[src/design/bfrm_pkg.sv]
package bfrm_pkg;

	localparam int DEPTH = 256;
	localparam int PTR_W = $clog2(DEPTH);
	localparam int CAP_W = 9;
	localparam int CNT_W = 9;
	localparam int IN_W  = 16;
	localparam int OUT_W = 24;

	localparam logic [2:0] OP_PUSH      = 3'd0;
	localparam logic [2:0] OP_POP       = 3'd1;
	localparam logic [2:0] OP_PROT_ON   = 3'd2;
	localparam logic [2:0] OP_PROT_OFF  = 3'd3;
	localparam logic [2:0] OP_REWIND    = 3'd4;
	localparam logic [2:0] OP_RESET     = 3'd5;

	localparam logic [7:0]       FAIL_BYTE = 8'hFF;
	localparam logic [CNT_W-1:0] CNT_MAX   = {CNT_W{1'b1}};

	typedef struct packed {
		logic             we;
		logic [PTR_W-1:0] waddr;
		logic [7:0]       wdata;
		logic             re;
		logic [PTR_W-1:0] raddr;
	} ram_req_t;

	function automatic logic [CAP_W-1:0] eff_cap(input logic [CAP_W-1:0] c);
		logic [CAP_W-1:0] r;
		r = c;
		if (c == '0) r = CAP_W'(1);
		else if (c > CAP_W'(DEPTH)) r = CAP_W'(DEPTH);
		return r;
	endfunction

	function automatic logic [PTR_W-1:0] bump(input logic [PTR_W-1:0] p,
			input logic [CAP_W-1:0] cap);
		logic [CAP_W-1:0] n;
		n = CAP_W'(p) + CAP_W'(1);
		return (n >= cap) ? '0 : n[PTR_W-1:0];
	endfunction

endpackage

[src/design/byte_fifo_with_rewind_mark.sv]
// A result beat is registered once the input beat is taken, the head entry read
// and the output register free; a rewind first walks the head back, up to capacity
// steps. The input is not ready for a new beat until the last result is registered;
// a rewind holds the input for the length of its walk.
// Reset: arst_n clears pointers, count, protect flag and output valid; capacity
// returns to 256. Storage contents are not cleared.
module byte_fifo_with_rewind_mark
	import bfrm_pkg::*;
(
	input  logic             clk,
	input  logic             arst_n,
	input  logic             psel,
	input  logic             penable,
	input  logic             pwrite,
	input  logic [2:0]       paddr,
	input  logic [31:0]      pwdata,
	output logic [31:0]      prdata,
	output logic             pready,
	input  logic             s_tvalid,
	output logic             s_tready,
	// opcode[2:0], push_byte[10:3], zero fill above
	input  logic [IN_W-1:0]  s_tdata,
	output logic             m_tvalid,
	input  logic             m_tready,
	// ok[0], pop_byte[8:1], fill_count[17:9], is_empty[18], is_full[19], zero fill above
	output logic [OUT_W-1:0] m_tdata
);

	logic [CAP_W-1:0] cap_q;
	ram_req_t         ram_req;
	logic [7:0]       rd_data;

	assign pready = 1'b1;
	assign prdata = (paddr[2] == 1'b0) ? 32'(cap_q) : '0;

	always_ff @(posedge clk or negedge arst_n) begin
		if (!arst_n) begin
			cap_q <= CAP_W'(DEPTH);
		end else if (psel && penable && pwrite && pready && (paddr[2] == 1'b0)) begin
			cap_q <= pwdata[CAP_W-1:0];
		end
	end

	bfrm_core u_core (
		.clk      (clk),
		.arst_n   (arst_n),
		.cap_reg  (cap_q),
		.s_tvalid (s_tvalid),
		.s_tready (s_tready),
		.s_tdata  (s_tdata),
		.m_tvalid (m_tvalid),
		.m_tready (m_tready),
		.m_tdata  (m_tdata),
		.ram_req  (ram_req),
		.rd_data  (rd_data)
	);

	bfrm_ram u_ram (
		.clk     (clk),
		.req     (ram_req),
		.rd_data (rd_data)
	);

endmodule

[src/design/bfrm_ram.sv]
module bfrm_ram
	import bfrm_pkg::*;
(
	input  logic       clk,
	input  ram_req_t   req,
	output logic [7:0] rd_data
);

	logic [7:0] mem [DEPTH];

	always_ff @(posedge clk) begin
		if (req.we) begin
			mem[req.waddr] <= req.wdata;
		end
		if (req.re) begin
			rd_data <= mem[req.raddr];
		end
	end

endmodule

[src/design/bfrm_core.sv]
module bfrm_core
	import bfrm_pkg::*;
(
	input  logic             clk,
	input  logic             arst_n,
	input  logic [CAP_W-1:0] cap_reg,
	input  logic             s_tvalid,
	output logic             s_tready,
	input  logic [IN_W-1:0]  s_tdata,
	output logic             m_tvalid,
	input  logic             m_tready,
	output logic [OUT_W-1:0] m_tdata,
	output ram_req_t         ram_req,
	input  logic [7:0]       rd_data
);

	localparam logic [1:0] S_IDLE = 2'd0;
	localparam logic [1:0] S_EXEC = 2'd1;
	localparam logic [1:0] S_REW  = 2'd2;
	localparam logic [1:0] S_FIN  = 2'd3;

	logic [1:0]       state_q;
	logic [2:0]       op_q;
	logic [7:0]       byte_q;
	logic [PTR_W-1:0] head_q, tail_q, mark_q;
	logic [CNT_W-1:0] cnt_q;
	logic             prot_q;
	logic [CAP_W-1:0] steps_q;
	logic             out_vld_q;
	logic [OUT_W-1:0] out_data_q;

	logic [CAP_W-1:0] cap;
	logic [PTR_W-1:0] nxt_head, nxt_tail, nxt_mark, head_dec;
	logic [CNT_W-1:0] nxt_cnt;
	logic             nxt_prot;
	logic             ok;
	logic [7:0]       pop_byte;
	logic             full, out_free, commit, go_rew, rew_step;

	assign cap      = eff_cap(cap_reg);
	assign out_free = !out_vld_q || m_tready;
	assign s_tready = (state_q == S_IDLE);
	assign go_rew   = (state_q == S_EXEC) && (op_q == OP_REWIND) && prot_q;
	assign commit   = out_free && (((state_q == S_EXEC) && !go_rew) || (state_q == S_FIN));
	assign rew_step = (head_q != mark_q) && (steps_q < cap);
	assign head_dec = (head_q == '0) ? PTR_W'(cap - CAP_W'(1)) : head_q - PTR_W'(1);

	always_comb begin
		nxt_head = head_q;
		nxt_tail = tail_q;
		nxt_mark = mark_q;
		nxt_cnt  = cnt_q;
		nxt_prot = prot_q;
		ok       = 1'b1;
		pop_byte = FAIL_BYTE;
		ram_req.we    = 1'b0;
		ram_req.waddr = tail_q;
		ram_req.wdata = byte_q;
		ram_req.re    = (state_q == S_IDLE);
		ram_req.raddr = head_q;
		if (state_q == S_EXEC) begin
			case (op_q)
				OP_PUSH: begin
					if (CAP_W'(cnt_q) < cap) begin
						ram_req.we = commit;
						nxt_tail   = bump(tail_q, cap);
						nxt_cnt    = cnt_q + CNT_W'(1);
					end else begin
						ok = 1'b0;
					end
				end
				OP_POP: begin
					if (cnt_q != '0) begin
						pop_byte = rd_data;
						nxt_head = bump(head_q, cap);
						nxt_cnt  = cnt_q - CNT_W'(1);
					end else begin
						ok = 1'b0;
					end
				end
				OP_PROT_ON: begin
					nxt_prot = 1'b1;
					nxt_mark = head_q;
				end
				OP_PROT_OFF: begin
					nxt_prot = 1'b0;
				end
				OP_RESET: begin
					nxt_head = '0;
					nxt_tail = '0;
					nxt_mark = '0;
					nxt_cnt  = '0;
					nxt_prot = 1'b0;
				end
				default: begin
				end
			endcase
		end
		full = (CAP_W'(nxt_cnt) >= cap) ||
			(nxt_prot && (nxt_cnt != '0) && (nxt_tail == nxt_mark));
	end

	always_ff @(posedge clk) begin
		if (s_tvalid && s_tready) begin
			op_q   <= s_tdata[2:0];
			byte_q <= s_tdata[10:3];
		end
		if (commit) begin
			out_data_q <= {4'b0, full, (nxt_cnt == '0), nxt_cnt, pop_byte, ok};
		end
	end

	always_ff @(posedge clk or negedge arst_n) begin
		if (!arst_n) begin
			state_q   <= S_IDLE;
			head_q    <= '0;
			tail_q    <= '0;
			mark_q    <= '0;
			cnt_q     <= '0;
			prot_q    <= 1'b0;
			steps_q   <= '0;
			out_vld_q <= 1'b0;
		end else begin
			if (commit) begin
				out_vld_q <= 1'b1;
			end else if (m_tready) begin
				out_vld_q <= 1'b0;
			end
			case (state_q)
				S_IDLE: begin
					if (s_tvalid) begin
						state_q <= S_EXEC;
					end
				end
				S_EXEC: begin
					if (go_rew) begin
						steps_q <= '0;
						state_q <= S_REW;
					end else if (commit) begin
						head_q  <= nxt_head;
						tail_q  <= nxt_tail;
						mark_q  <= nxt_mark;
						cnt_q   <= nxt_cnt;
						prot_q  <= nxt_prot;
						state_q <= S_IDLE;
					end
				end
				S_REW: begin
					if (rew_step) begin
						head_q  <= head_dec;
						steps_q <= steps_q + CAP_W'(1);
						if (cnt_q != CNT_MAX) begin
							cnt_q <= cnt_q + CNT_W'(1);
						end
						if (head_dec == tail_q) begin
							state_q <= S_FIN;
						end
					end else begin
						state_q <= S_FIN;
					end
				end
				S_FIN: begin
					if (commit) begin
						state_q <= S_IDLE;
					end
				end
				default: begin
					state_q <= S_IDLE;
				end
			endcase
		end
	end

	assign m_tvalid = out_vld_q;
	assign m_tdata  = out_data_q;

`ifndef ASSERT_OFF
	a_accept_exec: assert property (@(posedge clk) disable iff (!arst_n)
		(s_tvalid && s_tready) |=> (state_q == S_EXEC))
		else $error("accepted beat did not enter execution");
	a_push_count: assert property (@(posedge clk) disable iff (!arst_n)
		(commit && (state_q == S_EXEC) && (op_q == OP_PUSH) && ok)
		|=> (cnt_q == $past(cnt_q) + CNT_W'(1)))
		else $error("successful push did not raise the count");
	a_rew_prot: assert property (@(posedge clk) disable iff (!arst_n)
		(state_q == S_REW) |-> prot_q)
		else $error("rewind walk without protect");
	a_rew_steps: assert property (@(posedge clk) disable iff (!arst_n)
		(state_q == S_REW) |-> (steps_q <= cap))
		else $error("rewind walk exceeded capacity");
`endif

endmodule
[config.mk]
export PLATFORM = sky130hd
export DESIGN_NAME = byte_fifo_with_rewind_mark
export DESIGN_NICKNAME = d
export VERILOG_FILES = /design/src/design/bfrm_pkg.sv /design/src/design/byte_fifo_with_rewind_mark.sv /design/src/design/bfrm_ram.sv /design/src/design/bfrm_core.sv
export SDC_FILE = /design/constraint.sdc
export NUM_CORES = 2
export LEC_CHECK = 0
export BUFFER_PORTS_ARGS = -buffer_cell sky130_fd_sc_hd__buf_2
export CORE_ASPECT_RATIO = 1.25
export CORE_UTILIZATION = 38
export DETAILED_ROUTE_END_ITERATION = 10
export SYNTH_ARGS = -nofsm -noshare
export SYNTH_HDL_FRONTEND = slang
export SYNTH_HIERARCHICAL = 1
export SYNTH_SLANG_ARGS = --single-unit
export TNS_END_PERCENT = 20
[constraint.sdc]
create_clock -name clk -period 8.51 [get_ports clk]
set_input_delay 0 -clock clk [delete_from_list [all_inputs] [get_ports clk]]
set_output_delay 0 -clock clk [all_outputs]
set_load 0.02 [all_outputs]
==> summary by stage <==
Worst setup path
STA classifies the critical path startpoint as a register. The data required time at the worst endpoint is ~8900 ps. Walking the worst path, the cells encountered are inv_2, nand2_1, ha_1, a211o_1, o311ai_4, nand2_1, nor2_1, buf_4, nand4_1, buf_4, nor2_1. Data on the critical path arrives at its endpoint at 5710 ps. The endpoint class of the critical path is a register. The critical path in this run is classified as register to register.

The delay of the slowest critical-path stage is 760 ps. The cell with the largest stage delay on the worst path is nor2_1. The maximum fanout count along the critical path is 19.

Run
The max-capacitance violation count is 0.

STA
The smallest clock period supported by the final layout is computed as ~5300 ps. The final-layout setup total negative slack is 0 ps. The slew of the pin with the lowest slew margin is 1340 ps. Setup repair after global routing left no endpoint under its margin. Of the available clock period, the critical path in the final layout requires 0.620.

The number of hold violations in the final report came to 0. The number of max-slew violations in the final report is 0. Setup violations remaining at the end of the flow were counted as 0.

The headroom to the max-slew limit is 0.106. The fmax is about 190 MHz. Across the routed clock network, the largest skew measured is 38.2 ps.

Drt
The routed design has ~220000 µm of wire. The routed via count is 44354. The DRC marker count from the first detailed-route iteration is 5016. The via count normalized by instance count is 5.74.

The count of nets left with antenna violations once routing finished came out at 0. The average wire length per cell after detail routing is ~28 µm. After detailed routing, the number of remaining DRC violations is 0. The number of search-and-repair iterations in the first detailed-routing pass is 5.

Clock tree
The H-tree generated during clock tree synthesis spans 4 levels. The clock-pin slew on the worst setup and hold paths is 60 ps. The clock tree buffer depth is 4. TritonCTS built the clock tree. CTS placed an instance of clkbuf_16 at the clock tree root. In this run, CTS created clock tree buffers numbering 200. Clock tree synthesis found a total of 2142 sinks.

After clock tree synthesis, the repair step resized 0 gates. The later pin in the worst-skew pair is clocked with a latency of 830 ps.

Cells and area
Relative to the synthesized area, the layout overhead comes to 11.5%. In the final layout, the share of cells above drive strength 1 is 0.198. After the last flow step, the layout net total stands at ~4700. The total of fill cells in the finished design is 19562.

Excluding fillers, the count of instances in the completed layout stands at between 7000 and 8000.

Die
The total area inside the core boundary comes to about 230000 µm². From bottom edge to top edge, the die measures 535 µm. The starting density of the core is 0.382. The number of I/O pins is 117. The initialized floorplan defines 195 standard-cell rows. The area enclosed by the die boundary is 229000 µm². The horizontal die dimension is 428 µm.

Pwr
For this design the static power due to leakage is 29.4 nW. The worst voltage drop across the vdd grid is around 0.00023 V. Dividing total power by cell area gives a power density of 296 nW/µm².

The total power of the final layout is 0.0285 W.

Synth
The area of the mapped netlist is 86400 µm². The area share of the largest cell type after synthesis is 0.726. Yosys printed 6 warnings. Counting instances in the post-synthesis netlist gives the leading cell types as edfxtp_1 (2087), mux4_2 (454), nor2_1 (331). The fraction of registers with async set or reset after synthesis is 0.0257. Averaged over all synthesized cells, the footprint is slightly below 20 µm². The number of synthesized flops with an enable pin is about 2100. The cell type with the largest total area after synthesis is edfxtp_1. Counting flops and latches in the post-synthesis netlist gives 2142. Among all cell types in the netlist, the one instantiated most often is edfxtp_1. The sequential fraction of the synthesis area is 0.742. After synthesis, the netlist uses between 90 and 100 different library cells. Synthesis produced 4491 cells. The predominant post-synthesis flop cell is edfxtp_1.

Ranked by total cell area, the synthesized netlist is headed by edfxtp_1 (73%), mux4_2 (12%), mux2i_1 (1.6%).

Placement
The sum of net half-perimeters after detailed placement is 129000 µm. The total instance count after detailed placement is 7323. The count of input and output buffers is 58.

The routability congestion estimate from global placement is 0.854.

GRT
The first global-routing pass estimated 315000 µm of wire. The via count of the first global-routing pass is 44271. After global routing the overflow that remains totals 0. Entering global routing, the biggest net connects 213 pins. The aggregate global-route resource usage is 0.187. The initial antenna violation count is 4.

Hold path
The worst hold-check path type is input port to register.

Outcome
The flow ran to the end, and the final reports show no timing, DRC or antenna violations.
kinds of logic after synthesis:
group	after synthesis	synth area share
AOI/OAI and AO/OA	585	0.0470
xor gates and xnor gates	39	0.00396
adders and majority gates	51	0.00739
buffers and inverters	327	0.0222
DFF	2142	0.742
muxes	607	0.137
other	3	0.000130
and+or+nand+nor	737	0.0409
critical path, delay by kind of cell (launching register included):
kind                     cells  cell delay (ps)
AND/OR/NAND/NOR              5             2120
buffers and inverters        3              910
flip-flops                   1              650
adder cells (fa/ha/maj)      1              320
AO/OA/AOI/OAI                2              830
flip-flops by register name, indices dropped and copies added (netlist names):
name	count
u_ram/mem	2048
u_ram/rd_data	8
u_core/m_tvalid	1
u_core/m_tdata	20
u_core/byte_q	8
u_core/cnt_q	9
u_core/steps_q	9
u_core/op_q	3
cap_q	9
u_core/prot_q	1
u_core/head_q	8
u_core/state_q	2
u_core/tail_q	8
u_core/mark_q	8
path summary, 6_finish.rpt:
path	startpoint	end	slack, ps	cells past startpoint
min in group asynchronous	arst_n	cap_q[0]$_DFFE_PN0P_	440	4
setup reg to reg	cap_q[8]$_DFFE_PN1P_	u_ram/mem[222][1]$_DFFE_PP_	3230	11
setup / recovery	cap_q[8]$_DFFE_PN1P_	u_ram/mem[222][1]$_DFFE_PP_	3230	11
hold reg to reg	u_core/prot_q$_DFFE_PN0P_	u_core/prot_q$_DFFE_PN0P_	530	2
max in group asynchronous	arst_n	u_core/head_q[0]$_DFFE_PN0P_	7490	4
hold / removal	pwrite	cap_q[1]$_DFFE_PN0P_	180	4
layout by cell type, fill, tap and decap left out, drive strengths merged, types with 13 or more instances in the layout:
cell type	netlist	routed
edfxtp	2087	2087
mux4	456	456
nor2	331	331
clkbuf	143	260
buf	160	155
a21oi	140	140
a22oi	140	140
mux2i	139	139
nand2	118	118
clkinv	1	72
o21ai	63	63
nand3	61	61
dlygate4sd3	0	54
dfrtp	54	54
o221ai	52	52
ha	51	51
nor3	45	45
o22ai	36	36
nor4	35	35
nor2b	34	34
inv	23	29
conb	3	28
xnor2	28	28
a211oi	20	20
nand4	18	18
nand2b	16	16
or2	15	15
o211ai	15	15
a221oi	15	15
bufinv	0	14
and3	13	13
layer usage:
| layer | GRT usage | vias to the layer above | share of wire |
|---|---|---|---|
| met1 | 0.246 | 23484 | 0.40 |
| met3 | 0.0256 | 384 | 0.063 |
| met5 | 0 | - | 0.000060 |
| met4 | 0.0687 | 2 | 0.038 |
| met2 | 0.318 | 1789 | 0.50 |
| li1 | - | 18695 | - |
report_power, final:
group	switching, W	internal [W]	total [W]
Combinational	0.00458	0.00288	0.00746
Clock	0.00378	0.00480	0.00858
Sequential	0.000334	0.0122	0.0125
area by class of cell:
| cell class | count | area, µm² | share of cell area |
|---|---|---|---|
| timing repair buffer | 209 | 1760 | 0.0183 |
| clock inverter | 93 | 815 | 0.00846 |
| sequential | 2142 | 64100 | 0.665 |
| tap | 2955 | 3700 | 0.0384 |
| multi-input combinational | 2047 | 20600 | 0.214 |
| antenna | 2 | 5.00 | 0.0000520 |
| inverter | 24 | 90.1 | 0.000936 |
| clock buffer | 260 | 5290 | 0.0550 |
repair_timing:
action	4_1_cts	5_1_grt
endpoints found under the hold margin	89	0
hold buffers	54	0
buffers inserted	0	0
per-stage QoR:
stage | setup slack, ps | area (µm²) | utilization | hold WS (ps)
2_1_floorplan | 4290 | 86400 | - | -296
3_3_place_gp | 3330 | 89600 | 0.397 | 180
3_5_place_dp | 3280 | 89600 | 0.397 | 179
4_1_cts | 3250 | 96300 | 0.426 | 122
5_1_grt | 3040 | 96300 | 0.426 | 188
6_report | 3230 | 96300 | 0.426 | 181
Note: power is estimated with default switching activity, not from simulation.
